[src/sv/asi_pkg.sv]
// ----------------------------------------------------------------------------
// asi_pkg
// Shared types and constants for the argsort index sorter: input and result
// items, the queue entry between front and back, and one sorter cell.
// ----------------------------------------------------------------------------
package asi_pkg;

    localparam int KEY_W       = 32;
    localparam int POS_W       = 6;
    localparam int QUEUE_DEPTH = 2;

    // one list element as it arrives
    typedef struct packed {
        logic signed [KEY_W-1:0] value;
        logic                    last_in;
    } t_in_item;

    // one result of a sorted run
    typedef struct packed {
        logic [POS_W-1:0] position;
        logic             last_out;
        logic             overflow;
    } t_out_item;

    // queue entry: the item plus the sort direction seen with it
    typedef struct packed {
        t_in_item item;
        logic     descending;
    } t_qentry;

    // one slot of a sorted row
    typedef struct packed {
        logic signed [KEY_W-1:0] key;
        logic [POS_W-1:0]        pos;
    } t_cell;

endpackage

[src/sv/asi_front.sv]
// ----------------------------------------------------------------------------
// asi_front
// Input side: holds the direction register, accepts items, tags each item
// with the current direction and keeps them in a short queue for the back.
// ----------------------------------------------------------------------------
module asi_front (
    input  logic             i_clk,
    input  logic             i_rst_n,
    input  logic             i_cfg_we,
    input  logic             i_cfg_wdata,
    input  logic             i_valid,
    output logic             o_ready,
    input  asi_pkg::t_in_item i_item,
    output logic             o_q_valid,
    input  logic             i_q_ready,
    output asi_pkg::t_qentry o_q_head
);
    import asi_pkg::*;

    localparam int PTR_W  = (QUEUE_DEPTH > 1) ? $clog2(QUEUE_DEPTH) : 1;
    localparam int FILL_W = $clog2(QUEUE_DEPTH + 1);

    logic              r_descending;
    t_qentry           r_slot [QUEUE_DEPTH];
    logic [PTR_W-1:0]  r_wr;
    logic [PTR_W-1:0]  r_rd;
    logic [FILL_W-1:0] r_fill;
    logic [FILL_W-1:0] n_fill;
    logic              push;
    logic              pop;

    // direction register; the user must write it only while idle, the block itself does not enforce it
    always_ff @(posedge i_clk) begin
        if (!i_rst_n) begin
            r_descending <= 1'b0;
        end else if (i_cfg_we) begin
            r_descending <= i_cfg_wdata;
        end
    end

    // handshakes
    assign o_ready   = (r_fill != FILL_W'(QUEUE_DEPTH));
    assign push      = i_valid && o_ready;
    assign o_q_valid = (r_fill != '0);
    assign pop       = o_q_valid && i_q_ready;
    assign o_q_head  = r_slot[r_rd];

    always_comb begin
        n_fill = r_fill;
        if (push && !pop) begin
            n_fill = r_fill + FILL_W'(1);
        end else if (pop && !push) begin
            n_fill = r_fill - FILL_W'(1);
        end
    end

    // queue pointers and fill level
    always_ff @(posedge i_clk) begin
        if (!i_rst_n) begin
            r_wr   <= '0;
            r_rd   <= '0;
            r_fill <= '0;
        end else begin
            if (push) begin
                r_wr <= (r_wr == PTR_W'(QUEUE_DEPTH - 1)) ? '0 : r_wr + PTR_W'(1);
            end
            if (pop) begin
                r_rd <= (r_rd == PTR_W'(QUEUE_DEPTH - 1)) ? '0 : r_rd + PTR_W'(1);
            end
            r_fill <= n_fill;
        end
    end

    // queue storage
    always_ff @(posedge i_clk) begin
        if (push) begin
            r_slot[r_wr] <= '{item: i_item, descending: r_descending};
        end
    end

`ifndef SYNTH
    a_fill_bound: assert property (@(posedge i_clk) disable iff (!i_rst_n)
        r_fill <= FILL_W'(QUEUE_DEPTH))
        else $error("queue fill above depth");

    a_pop_nonempty: assert property (@(posedge i_clk) disable iff (!i_rst_n)
        pop |-> (r_fill != '0))
        else $error("pop from empty queue");

    a_fill_tracks: assert property (@(posedge i_clk) disable iff (!i_rst_n)
        (push && !pop) |=> (r_fill == $past(r_fill) + FILL_W'(1)))
        else $error("fill level lost a push");
`endif

endmodule

[config.mk]
export PLATFORM = sky130hd
export DESIGN_NAME = asi_front
export DESIGN_NICKNAME = d
export VERILOG_FILES = /design/src/sv/asi_pkg.sv /design/src/sv/asi_front.sv
export SDC_FILE = /design/constraint.sdc
export NUM_CORES = 1
export LEC_CHECK = 0
export BUFFER_PORTS_ARGS = -buffer_cell sky130_fd_sc_hd__buf_2
export CAP_MARGIN = 10
export CORE_MARGIN = 4
export CORE_UTILIZATION = 35
export CTS_CLUSTER_SIZE = 30
export DETAILED_ROUTE_END_ITERATION = 16
export GPL_TIMING_DRIVEN = 0
export SETUP_SLACK_MARGIN = 0.05
export SYNTH_ARGS = -nofsm -noshare
export SYNTH_HDL_FRONTEND = slang
export SYNTH_SLANG_ARGS = --single-unit
export TNS_END_PERCENT = 20
[constraint.sdc]
create_clock -name i_clk -period 2.4 [get_ports i_clk]
set_clock_uncertainty 0.2 [all_clocks]
set_input_delay 0.24 -clock i_clk [delete_from_list [all_inputs] [get_ports i_clk]]
set_output_delay 0.24 -clock i_clk [all_outputs]
set_load 0.02 [all_outputs]
Word level (Yosys, flattened, before mapping) --
Memories as Yosys holds them, arrays and structs flattened. A register that Yosys moved wholly into a read port is not among the register bits. Cells that the tools add are included.
Word-level totals: RAM bits 68, output and inout bits 36, memories kept 1, input port bits 39, bits in registers 5
Cells by class: reduce and logical (&&, ||, !) cells 8, add/sub/neg operators 4, eq/ne operators 1, multiplexer cells 8
Memory list:
- r_slot | depth 2, bits a word 34, rd ports 1, clocked after memory_dff 1, wr ports 1, line asi_front.sv:24 | t_qentry r_slot [QUEUE_DEPTH];
Operators with widths (count):
- 1-bit two-way mux | 6
- 1-bit logical AND | 4
- 2-bit two-way mux | 2
- 2-bit nonzero test | 2
- 1-bit adder, second input constant | 2
- 2-bit by 1-bit adder with 2-bit output, second input constant | 1
- 1-bit zero test | 2
- 2-bit != test, second input constant | 1
- 2-bit by 1-bit subtractor with 2-bit output, second input constant | 1

Longest topological paths before layout --
Gate-level depths: netlist of run 1.
depth in word-level cells 6, mapped depth 6, mapped depth without buffers 6

Least setup slack after synthesis of run 1 --
No wires, ideal clock.
kind reg-to-reg, from register r_fill[0], to memory r_slot[1][0] (netlist name) (enable), arrival 1481 ps, setup slack 325 ps, library setup time 394 ps, clock period less this slack 2075 ps, cell stages (with the launch flop) 3, cells stage by stage dfxtp_1 -> nand2b_4 -> and3_1
Between the ends: cells in the longest elaborated chain, start to end 4
RTL lines:
- start, declared | line asi_front.sv:27 | logic [FILL_W-1:0] r_fill;
- start signal, assigned | line asi_front.sv:70 | r_fill <= n_fill;
- 2-bit != test | line asi_front.sv:42 | assign o_ready = (r_fill != FILL_W'(QUEUE_DEPTH));
- net o_ready | line asi_front.sv:12 | output logic o_ready,
- 1-bit logical AND | line asi_front.sv:43 | assign push = i_valid && o_ready;
- 1-bit two-way mux | line asi_front.sv:76 | if (push) begin
- 1-bit two-way mux (not written as such) | line asi_front.sv:77 | r_slot[r_wr] <= '{item: i_item, descending: r_descending};
- end, declared | line asi_front.sv:24
The timed path passes the listed nets, and every way through them passes these cells.

==> results.md, run 1 <==
* Setup crit start kind: input port
* Post-cts sizing count at 0
* Largest net degree at the start of global routing at 35
* Worst slew pin tran at between 800 and 900 ps
* Grt total ovfl at 0
* Number of input and output port buffers inserted at 74
* Count of unresolved DRC violations after routing at 0
* Antenna cells at 0
* Setup Total Neg Slack at 0 ps
* Row count at 31
* Starting DRC count in detailed routing at 36
* Starting density of the core at 0.369
* Final hold violation count at 0
* Count of filler cells inserted in the layout at 633
* Class of the most critical setup path: in2reg
* Minimum clock period at between 2000 and 2500 ps
* Synth warnings at 0
* # setup viols final at 0
* Final worst-path cycle share at 0.884
* Final cell utilization of the core at 0.514
* Clock latency of the later-clocked register in the worst-skew pair at 330 ps
* CTS Root Cell: clkbuf_8
* Area growth, synth to finish at 39.3%
* Number of cells after detailed placement at 306
* Die area at between 9000 and 10000 sq um
* Clock tree buffer depth at 2
* Biggest fanout along the worst timing path at 1
* Sink count of the clock tree at 74
* P_int at approximately 2.7 mW
* Arrival time at the worst endpoint at approximately 2200 ps
* Rel. slew slack at 0.454
* Number of antenna violations at the first check in global routing at 0
* Area occupied by multi-input gates at around 540 sq um
* Fmax at roughly 470 MHz
* Part of the power in registers at 0.442
* Setup slack of the critical path after layout at around 280 ps
* Switching part of the total power at 0.291
* Deepest level of the CTS H-tree at 3
* Clock group share of total power at 0.269
* Post-Layout Inst Area at 3810 sq um
* Library cells used by synthesis at 22
* Clock tree from TritonCTS: done
* Proportion of power drawn by combinational gates at 0.290
* Routability Congestion at around 0.64
* Worst R2R End: r_slot[1][8]
* Startpoint of the lowest-slack register-to-register path: r_fill[0]
* Synth Register Bits at 74
* Final Total Pwr at between 3 and 4 mW
* RSZ-0062 raised after global routing: no
* Total via count in the routed design at 1579
* Number of search-and-repair iterations in the first detailed-routing pass at 4
* Number of buffers created by CTS at 9
* Detailed-route vias per instance at about 4.4
* GRT Util Overall at 0.109
* Via count of the first global-routing pass at 1595
* Crit. End Element: register
* Worst Reg-to-Reg Cells at 2
* Area of the mapped netlist at roughly 2700 sq um
* Top library cells by usage in the layout, fill and taps aside: 75 x buf_2, 68 x edfxtp_1, 37 x dlygate4sd3_1, 34 x mux2_2, 9 x clkbuf_8
* Number of violations of the max-capacitance limit at 0
* Die width at around 96 microns
* Y dimension of the die at between 90 and 100 microns
* Hold Path Stages at 3
* Synthesized instance count at between 100 and 150
* Worst hold slack at 28.0 ps
* I/O pins at 75
* Maximum VDD drop at about 0.6 mV
* CP startpoint: i_cfg_wdata
* Post-detailed-route wirelength per cell at around 14 microns
* Path class of the lowest-slack min-delay path: in2reg
* Seq. cell area at 2160 sq um
* Crit path to: r_descending
* Run status: finished, final reports clean
* Most frequent standard cell in the layout excluding fill and tap cells: buf_2
* Setup slack on the worst flop-to-flop path at 470 ps
* Syn_nets at between 150 and 200
* Net count of the finished layout at 295
* Final Instance Count excl. Fillers at around 360
* Required @ worst endpoint at ~2400 ps
* Share of layout cells above drive strength 1 at 0.504
* Final WL at 4950 microns
* Leak Pwr at approximately 1.4 nW
* Syn avg cell area at about 20 sq um
* Area of the core at approximately 7400 sq um
* Clock-pin transition on the worst setup and hold timing paths at around 70 ps
* Switching power at approximately 1.1 mW
* Post-DP HPWL at 3010 microns
* First-pass GRT wire length at approximately 7300 microns
* Placed cell area at about 3200 sq um
* Count of final max-slew check failures at 0
* Setup slack after placement at between 400 and 500 ps
* Power density normalized to cell area at between 900 and 1000 nW/um^2
* Routed Antenna Nets at 0
* Seq/Total Area, Yosys at 0.792
## critical path: stages
cell	delay [ps]
dlygate4sd3_1	530
buf_2	120
mux2i_1	110
dlygate4sd3_1	560
nor2b_1	40
dlygate4sd3_1	540
## layer usage
layer,GRT usage,wire length [microns]
met3,0.0328,297
met2,0.182,2440
met4,0.0631,76
met5,0,0
met1,0.122,2130
## layout make-up
type,instances,share of cell area
inverter,1,0.000986
clock buffer,10,0.0335
timing repair buffer,111,0.195
clock inverter,6,0.0214
buffer,4,0.00723
multi-input combinational,54,0.142
sequential,74,0.568
tap,99,0.0325
## cell usage after synthesis
master | n | area share
mux2i_1 | 1 | 0.0037
or3_1 | 1 | 0.0023
xor2_1 | 1 | 0.0032
and2_1 | 4 | 0.0092
ha_1 | 1 | 0.0046
buf_2 | 1 | 0.0018
a21boi_0 | 1 | 0.0027
or2_2 | 1 | 0.0023
o21ai_1 | 1 | 0.0018
a21boi_1 | 1 | 0.0027
nand2b_4 | 1 | 0.0050
and3_1 | 1 | 0.0023
a21bo_2 | 1 | 0.0037
inv_1 | 1 | 0.0014
nor2b_1 | 1 | 0.0023
o21ai_0 | 1 | 0.0018
xnor2_1 | 2 | 0.0064
nand3b_1 | 1 | 0.0027
buf_4 | 3 | 0.0082
dfxtp_1 | 6 | 0.044
mux2_2 | 34 | 0.14
edfxtp_1 | 68 | 0.75
## how the worst min path moves through the flow
stage	start	end	slack, ps
2_1_floorplan	i_item[9]	r_slot[0][10]	140
3_3_place_gp	i_item[18]	r_slot[1][19]	230
3_5_place_dp	i_item[24]	r_slot[1][25]	230
4_1_cts	i_valid	r_wr	9
5_1_grt	i_valid	r_wr	60
6_report	i_valid	r_wr	30
## registers in the layout, summed over array words and instances (netlist names), named ones only
register,flops
r_slot,68
r_wr,1
r_descending,1
r_fill,2
r_rd,1
## power groups by stage
stage,Sequential [mW],Combinational (mW),Clock (mW)
final,1.67,1.09,1.01
after global routing,1.68,1.19,1.10
after CTS,1.67,1.12,1.04
after detailed placement,1.70,1.07,0
after global placement,1.69,1.06,0
after floorplan,1.68,0.749,0
## cell families after synthesis
| kind of cell | synth area share |
|---|---|
| xor gates and xnor gates | 0.00962 |
| adders and majority gates | 0.00458 |
| AOI/OAI and AO/OA | 0.0128 |
| muxes | 0.144 |
| buffers and inverters | 0.0114 |
| and+or+nand+nor | 0.0261 |
| DFF | 0.792 |
## what timing repair did
item	4_1_cts	5_1_grt
endpoints found under the hold margin	72	0
buffers inserted	0	0
hold buffers	37	0
setup endpoints to repair	0	0
(Power assumes the default switching activity.)
==> inputs of run 2 (changes only) <==
- CORE_UTILIZATION: 35 -> 51
- PLACE_DENSITY: unset -> 0.78
==> run 2 against run 1 <==
  * Combinational power is 4% higher
  * Fmax fell by 2.5%
  * First-iteration DRC count rose to 2.6 times the previous value
  * Highest routed layer unchanged
==> results.md, run 2 (synthesis gave the netlist of run 1 again) <==
* Count of unresolved DRC violations after routing at 0 (unchanged)
* GRT Util Overall at 0.172 (was 0.109)
* Clock-pin transition on the worst setup and hold timing paths at 70 ps (about the same)
* Setup crit start kind: input port (unchanged)
* Most frequent standard cell in the layout excluding fill and tap cells: buf_2 (unchanged)
* Die width at 81.2 microns (was 96.3 microns)
* Top library cells by usage in the layout, fill and taps aside: 75 x buf_2, 68 x edfxtp_1, 37 x dlygate4sd3_1, 34 x mux2_2, 9 x clkbuf_8 (unchanged)
* Leak Pwr at 1.45 nW (about the same)
* RSZ-0062 raised after global routing: no (unchanged)
* Starting density of the core at 0.531 (was 0.369)
* Required @ worst endpoint at 2420 ps (was 2430 ps)
* Final hold violation count at 0 (unchanged)
* Clock tree buffer depth at 2 (unchanged)
* Clock latency of the later-clocked register in the worst-skew pair at 330 ps (about the same)
* Grt total ovfl at 0 (unchanged)
* Number of buffers created by CTS at 9 (unchanged)
* Largest net degree at the start of global routing at 35 (unchanged)
* Post-detailed-route wirelength per cell at 15.8 microns (was 13.8 microns)
* Net count of the finished layout at 296 (was 295)
* Count of filler cells inserted in the layout at 355 (was 633)
* Crit. End Element: register (unchanged)
* Row count at 26 (was 31)
* Final worst-path cycle share at 0.907 (was 0.884)
* Routed Antenna Nets at 0 (unchanged)
* Y dimension of the die at 81.2 microns (was 96.3 microns)
* Area growth, synth to finish at 37.8% (was 39.3%)
* Run status: finished, final reports clean (unchanged)
* Share of layout cells above drive strength 1 at 0.487 (was 0.504)
* Sink count of the clock tree at 74 (unchanged)
* Final WL at 5230 microns (was 4950 microns)
* Registers with the most flip-flops: r_slot: 68 flops, r_fill: 2 flops (unchanged)
* Maximum VDD drop at 0.847 mV (was 0.614 mV)
* CP startpoint: i_cfg_wdata (unchanged)
* Number of input and output port buffers inserted at 74 (unchanged)
* Deepest level of the CTS H-tree at 3 (unchanged)
* Starting DRC count in detailed routing at 92 (was 36)
* Area of the core at 5140 sq um (was 7410 sq um)
* Number of search-and-repair iterations in the first detailed-routing pass at 4 (unchanged)
* Biggest fanout along the worst timing path at 1 (unchanged)
* Clock tree from TritonCTS: done (unchanged)
* Setup slack on the worst flop-to-flop path at 350 ps (was 470 ps)
* Total via count in the routed design at 1574 (was 1579)
* Minimum clock period at 2180 ps (was 2120 ps)
* Worst slew pin tran at 824 ps (was 819 ps)
* # setup viols final at 0 (unchanged)
* Routability Congestion at 0.671 (was 0.644)
* Antenna cells at 0 (unchanged)
* CTS Root Cell: clkbuf_8 (unchanged)
* Startpoint of the lowest-slack register-to-register path: r_fill[0] (unchanged)
* Arrival time at the worst endpoint at 2190 ps (was 2150 ps)
* Worst hold slack at 39.1 ps (was 28.0 ps)
* Path class of the lowest-slack min-delay path: in2reg (unchanged)
* Reg with most FFs: r_slot (unchanged)
* Via count of the first global-routing pass at 1703 (was 1595)
* Class of the most critical setup path: in2reg (unchanged)
* Count of final max-slew check failures at 0 (unchanged)
* Die area at 6590 sq um (was 9280 sq um)
* Detailed-route vias per instance at 4.76 (was 4.40)
* First-pass GRT wire length at 8080 microns (was 7290 microns)
* I/O pins at 75 (unchanged)
* Number of violations of the max-capacitance limit at 0 (unchanged)
* Fmax at 460 MHz (was 471 MHz)
* Post-DP HPWL at 3120 microns (was 3010 microns)
* Largest register FFs at 68 (unchanged)
* Final Total Pwr at 3.67 mW (was 3.77 mW)
* Number of antenna violations at the first check in global routing at 0 (unchanged)
* Power density normalized to cell area at 976 nW/um^2 (was 990 nW/um^2)
* Rel. slew slack at 0.451 (was 0.454)
* HP Start: i_valid (unchanged)
[run 2: cell count changes in the layout (fill, tap and decap cells not counted)]
cell and delta:
clkinv_2 -2, buf_16 +1, clkbuf_1 +1, clkinvlp_4 -1, clkinv_1 +3, bufinv_16 -1, inv_2 -1, inv_1 +1
[run 2: final timing paths]
| kind | cells past startpoint | end |
|---|---|---|
| setup / recovery | 6 | r_descending |
| hold / removal | 3 | r_wr |
| setup reg to reg | 4 | r_slot[0][7] |
| hold reg to reg | 0 | r_slot[1][0] |
[run 2: area by class of cell]
| type | instances | area (sq um) | share of cell area |
|---|---|---|---|
| plain buffers | 4 | 27.5 | 0.00731 |
| clock inverters | 5 | 45.0 | 0.0120 |
| flip-flops and latches | 74 | 2160 | 0.574 |
| clock buffers | 11 | 131 | 0.0349 |
| well taps | 70 | 87.6 | 0.0233 |
| inverters | 1 | 3.75 | 0.000997 |
| repair buffers | 112 | 768 | 0.204 |
| multi-input cells | 54 | 539 | 0.143 |
[run 2: what timing repair did]
action,CTS,global route
setup buffers,0,0
hold endpoints to repair,70,0
hold buffers,37,0
resized for setup,0,0
[run 2: critical path: stages]
cell           delay (ps)
dlygate4sd3_1         530
buf_2                 120
mux2i_1               110
dlygate4sd3_1         580
nor2b_1                50
dlygate4sd3_1         560
[run 2: per-layer routing]
layer | global-route usage | share of wire | vias up
met5 | 0 | 0 | -
met4 | 0.0709 | 0.014 | 0
met3 | 0.0388 | 0.051 | 8
met2 | 0.319 | 0.55 | 45
met1 | 0.187 | 0.38 | 754
li1 | - | - | 767
[run 2: per-stage QoR]
stage | worst slack (ps) | utilization | setup TNS (ps) | cell area (sq um) | std cells
CTS | 296 | 0.732 | 0 | 3760 | 331
detailed placement | 336 | 0.626 | 0 | 3220 | 278
finish | 224 | 0.732 | 0 | 3760 | 331
global placement | -108 | 0.620 | -3620 | 3190 | 277
global route | 162 | 0.732 | 0 | 3760 | 331
floorplan | 325 | - | 0 | 2730 | 133
[run 2: power breakdown]
group          switching [mW]  internal, mW  leakage (nW)
logic                   0.629         0.504         0.675
registers              0.0569          1.61         0.685
clock network           0.404         0.467        0.0875
total                    1.09          2.58          1.45
==> inputs of run 3 (changes only) <==
- CORE_UTILIZATION: 51 -> 25
- PLACE_DENSITY: 0.78 -> unset
- clock period: 2.4 -> 1.9 ns (I/O delays scaled with it)
==> run 3 against run 2 <==
  * Hold slack improved by 69 ps
  * Critical path depth decreased by 2
  * Final area increased by 14%
  * Final cell count increased by 21%
  * Combinational power increased by 86%
  * Via count increased by 1.7%
  * Critical path type is now reg2out
==> results.md, run 3 (synthesis gave the netlist of run 1 again) <==
* Setup slack of the critical path after layout at 67.0 ps (was 224 ps)
* Grt total ovfl at 0 (unchanged)
* Clock tree from TritonCTS: done (unchanged)
* Die width at 113 microns (was 81.2 microns)
* Setup slack after placement at -88.1 ps (was 336 ps)
* Number of buffers created by CTS at 9 (unchanged)
* Startpoint of the lowest-slack register-to-register path: r_fill[1] (was r_fill[0])
* Via count of the first global-routing pass at 1757 (was 1703)
* Post-DP HPWL at 3370 microns (was 3120 microns)
* Area of the core at 10500 sq um (was 5140 sq um)
* Starting DRC count in detailed routing at 40 (was 92)
* Run status: finished, final reports clean (unchanged)
* I/O pins at 75 (unchanged)
* Gate family responsible for the most delay along the worst path: buffers and inverters (unchanged)
* Deepest level of the CTS H-tree at 3 (unchanged)
* Clock tree buffer depth at 2 (unchanged)
* Clock latency of the later-clocked register in the worst-skew pair at 330 ps (about the same)
* Rel. slew slack at 0.660 (was 0.451)
* Cell with the biggest individual delay on the critical path: dfxtp_2 (was dlygate4sd3_1)
* Leak Pwr at 1.66 nW (was 1.45 nW)
* Number of search-and-repair iterations in the first detailed-routing pass at 4 (unchanged)
* GRT Util Overall at 0.0901 (was 0.172)
* Die area at 12700 sq um (was 6590 sq um)
* HP Start: i_q_ready (was i_valid)
* Minimum clock period at between 1500 and 2000 ps
* Biggest fanout along the worst timing path at 8 (was 1)
* Area growth, synth to finish at 57.3% (was 37.8%)
* Starting density of the core at 0.261 (was 0.531)
* Net count of the finished layout at 300 (was 296)
* Post-detailed-route wirelength per cell at 14.3 microns (was 15.8 microns)
* Number of cells after detailed placement at 343 (was 278)
* Largest register FFs at 68 (unchanged)
* Final cell utilization of the core at 0.411 (was 0.732)
* Crit. End Element: output pin (was register)
* Registers with the most flip-flops: r_slot: 68 flops, r_fill: 2 flops (unchanged)
* Fmax at 546 MHz
* Most frequent standard cell in the layout excluding fill and tap cells: edfxtp_1 (was buf_2)
* Setup Total Neg Slack at 0 ps (unchanged)
* RSZ-0062 raised after global routing: yes (was no)
* Antenna cells at 0 (unchanged)
* Delay of the slowest cell on the worst path at 340 ps (was 580 ps)
* Row count at 37 (was 26)
* Worst slew pin tran at 511 ps (was 824 ps)
* Worst R2R End: r_fill[1] (was r_slot[0][7])
* Count of final max-slew check failures at 0 (unchanged)
* Reg with most FFs: r_slot (unchanged)
* Worst Reg-to-Reg Cells at 5 (was 4)
* Power density normalized to cell area at 1260 nW/um^2 (was 976 nW/um^2)
* Number of input and output port buffers inserted at 74 (unchanged)
* Count of filler cells inserted in the layout at 1000 (was 355)
* Total via count in the routed design at 1600 (was 1574)
* Final hold violation count at 0 (unchanged)
* Maximum VDD drop at 0.570 mV (was 0.847 mV)
* Clock-pin transition on the worst setup and hold timing paths at 80 ps (was 70 ps)
* Worst path buffer plus inverter count at 3 (was 4)
* Setup slack on the worst flop-to-flop path at 120 ps (was 350 ps)
* Detailed-route vias per instance at 3.99 (was 4.76)
* Sink count of the clock tree at 74 (unchanged)
* Share of layout cells above drive strength 1 at 0.525 (was 0.487)
* Setup crit start kind: register (was input port)
* Y dimension of the die at 113 microns (was 81.2 microns)
* Sequence of cells on the critical path: buf_12 > buf_16 > mux2_2 > buf_2 (was dlygate4sd3_1 > buf_2 > mux2i_1 > dlygate4sd3_1 > nor2b_1 > dlygate4sd3_1)
* Count of unresolved DRC violations after routing at 0 (unchanged)
* Routability Congestion at 0.656 (was 0.671)
* First-pass GRT wire length at 8780 microns (was 8080 microns)
* Final WL at 5730 microns (was 5230 microns)
* Path class of the lowest-slack min-delay path: in2reg (unchanged)
* Worst Hold Endpoint: r_rd (was r_wr)
* Final Instance Count excl. Fillers at 401 (was 331)
* CTS Root Cell: clkbuf_8 (unchanged)
* # setup viols final at 0 (unchanged)
* Hold Path Stages at 4 (was 3)
* Arrival time at the worst endpoint at 1440 ps (was 2190 ps)
* Number of antenna violations at the first check in global routing at 0 (unchanged)
* Routed Antenna Nets at 0 (unchanged)
* Largest net degree at the start of global routing at 35 (unchanged)
* Top library cells by usage in the layout, fill and taps aside: 68 x edfxtp_1, 42 x buf_2, 37 x dlygate4sd3_1, 32 x buf_6, 26 x mux2_4 (was 75 x buf_2, 68 x edfxtp_1, 37 x dlygate4sd3_1, 34 x mux2_2, 9 x clkbuf_8)
* Class of the most critical setup path: reg2out (was in2reg)
* Required @ worst endpoint at 1510 ps (was 2420 ps)
* Number of violations of the max-capacitance limit at 0 (unchanged)
* Final worst-path cycle share at 0.965
run 3: worst max-delay path by stage:
stage	from	endpoint	slack (ps)	cells after the start
global placement	r_fill[0]	r_slot[0][5]	-480	3
finish	register	o_q_head[31]	70	4
detailed placement	r_fill[0]	r_slot[1][7]	-90	2
floorplan	r_fill[0]	r_slot[0][0]	-50	3
global route	register	o_q_head[14]	4	4
CTS	register	o_q_head[10]	20	4
run 3: final cells by class:
type                    count  area (sq um)  share of cell area
inverters                   1          6.26             0.00146
plain buffers               4          80.1              0.0186
multi-input cells          54           641               0.149
clock inverters             6          66.3              0.0154
flip-flops and latches     74          2160               0.504
clock buffers              10           128              0.0297
well taps                 136           170              0.0396
repair buffers            116          1040               0.242
run 3: timing repair:
item | in CTS | in global routing
setup buffers | 2 | 0
gates cloned | 1 | 2
hold buffers | 37 | 0
resized for setup | 67 | 44
hold endpoints to repair | 72 | 0
setup endpoints to repair | 98 | 34
run 3: per-layer routing:
metal	track usage	wire length [microns]	up-vias
li1	-	-	766
met1	0.101	2480	774
met2	0.155	2870	49
met3	0.0302	288	11
met4	0.0409	90	0
met5	0	0	-
run 3: power by group:
part           switching (mW)  total (mW)  leakage (nW)  internal, mW
Sequential             0.0783        2.12         0.686          2.04
Clock                   0.595        1.21         0.101         0.612
Combinational           0.929        2.10         0.875          1.18
Total                    1.60        5.43          1.66          3.83
run 3: worst register-to-register path, cell delays in order (launching register included):
cell and delay (ps):
dfxtp_1 430, nand2b_4 90, and2_1 170, ha_1 330
or3_1 360, a21boi_1 140
run 3: through the flow:
stage	area (sq um)	power [mW]	hold WS [ps]
CTS	4100	5.21	91.7
global route	4300	5.71	114
global placement	3270	3.49	178
detailed placement	3270	3.51	182
finish	4300	5.43	108
floorplan	2730	3.07	88.9
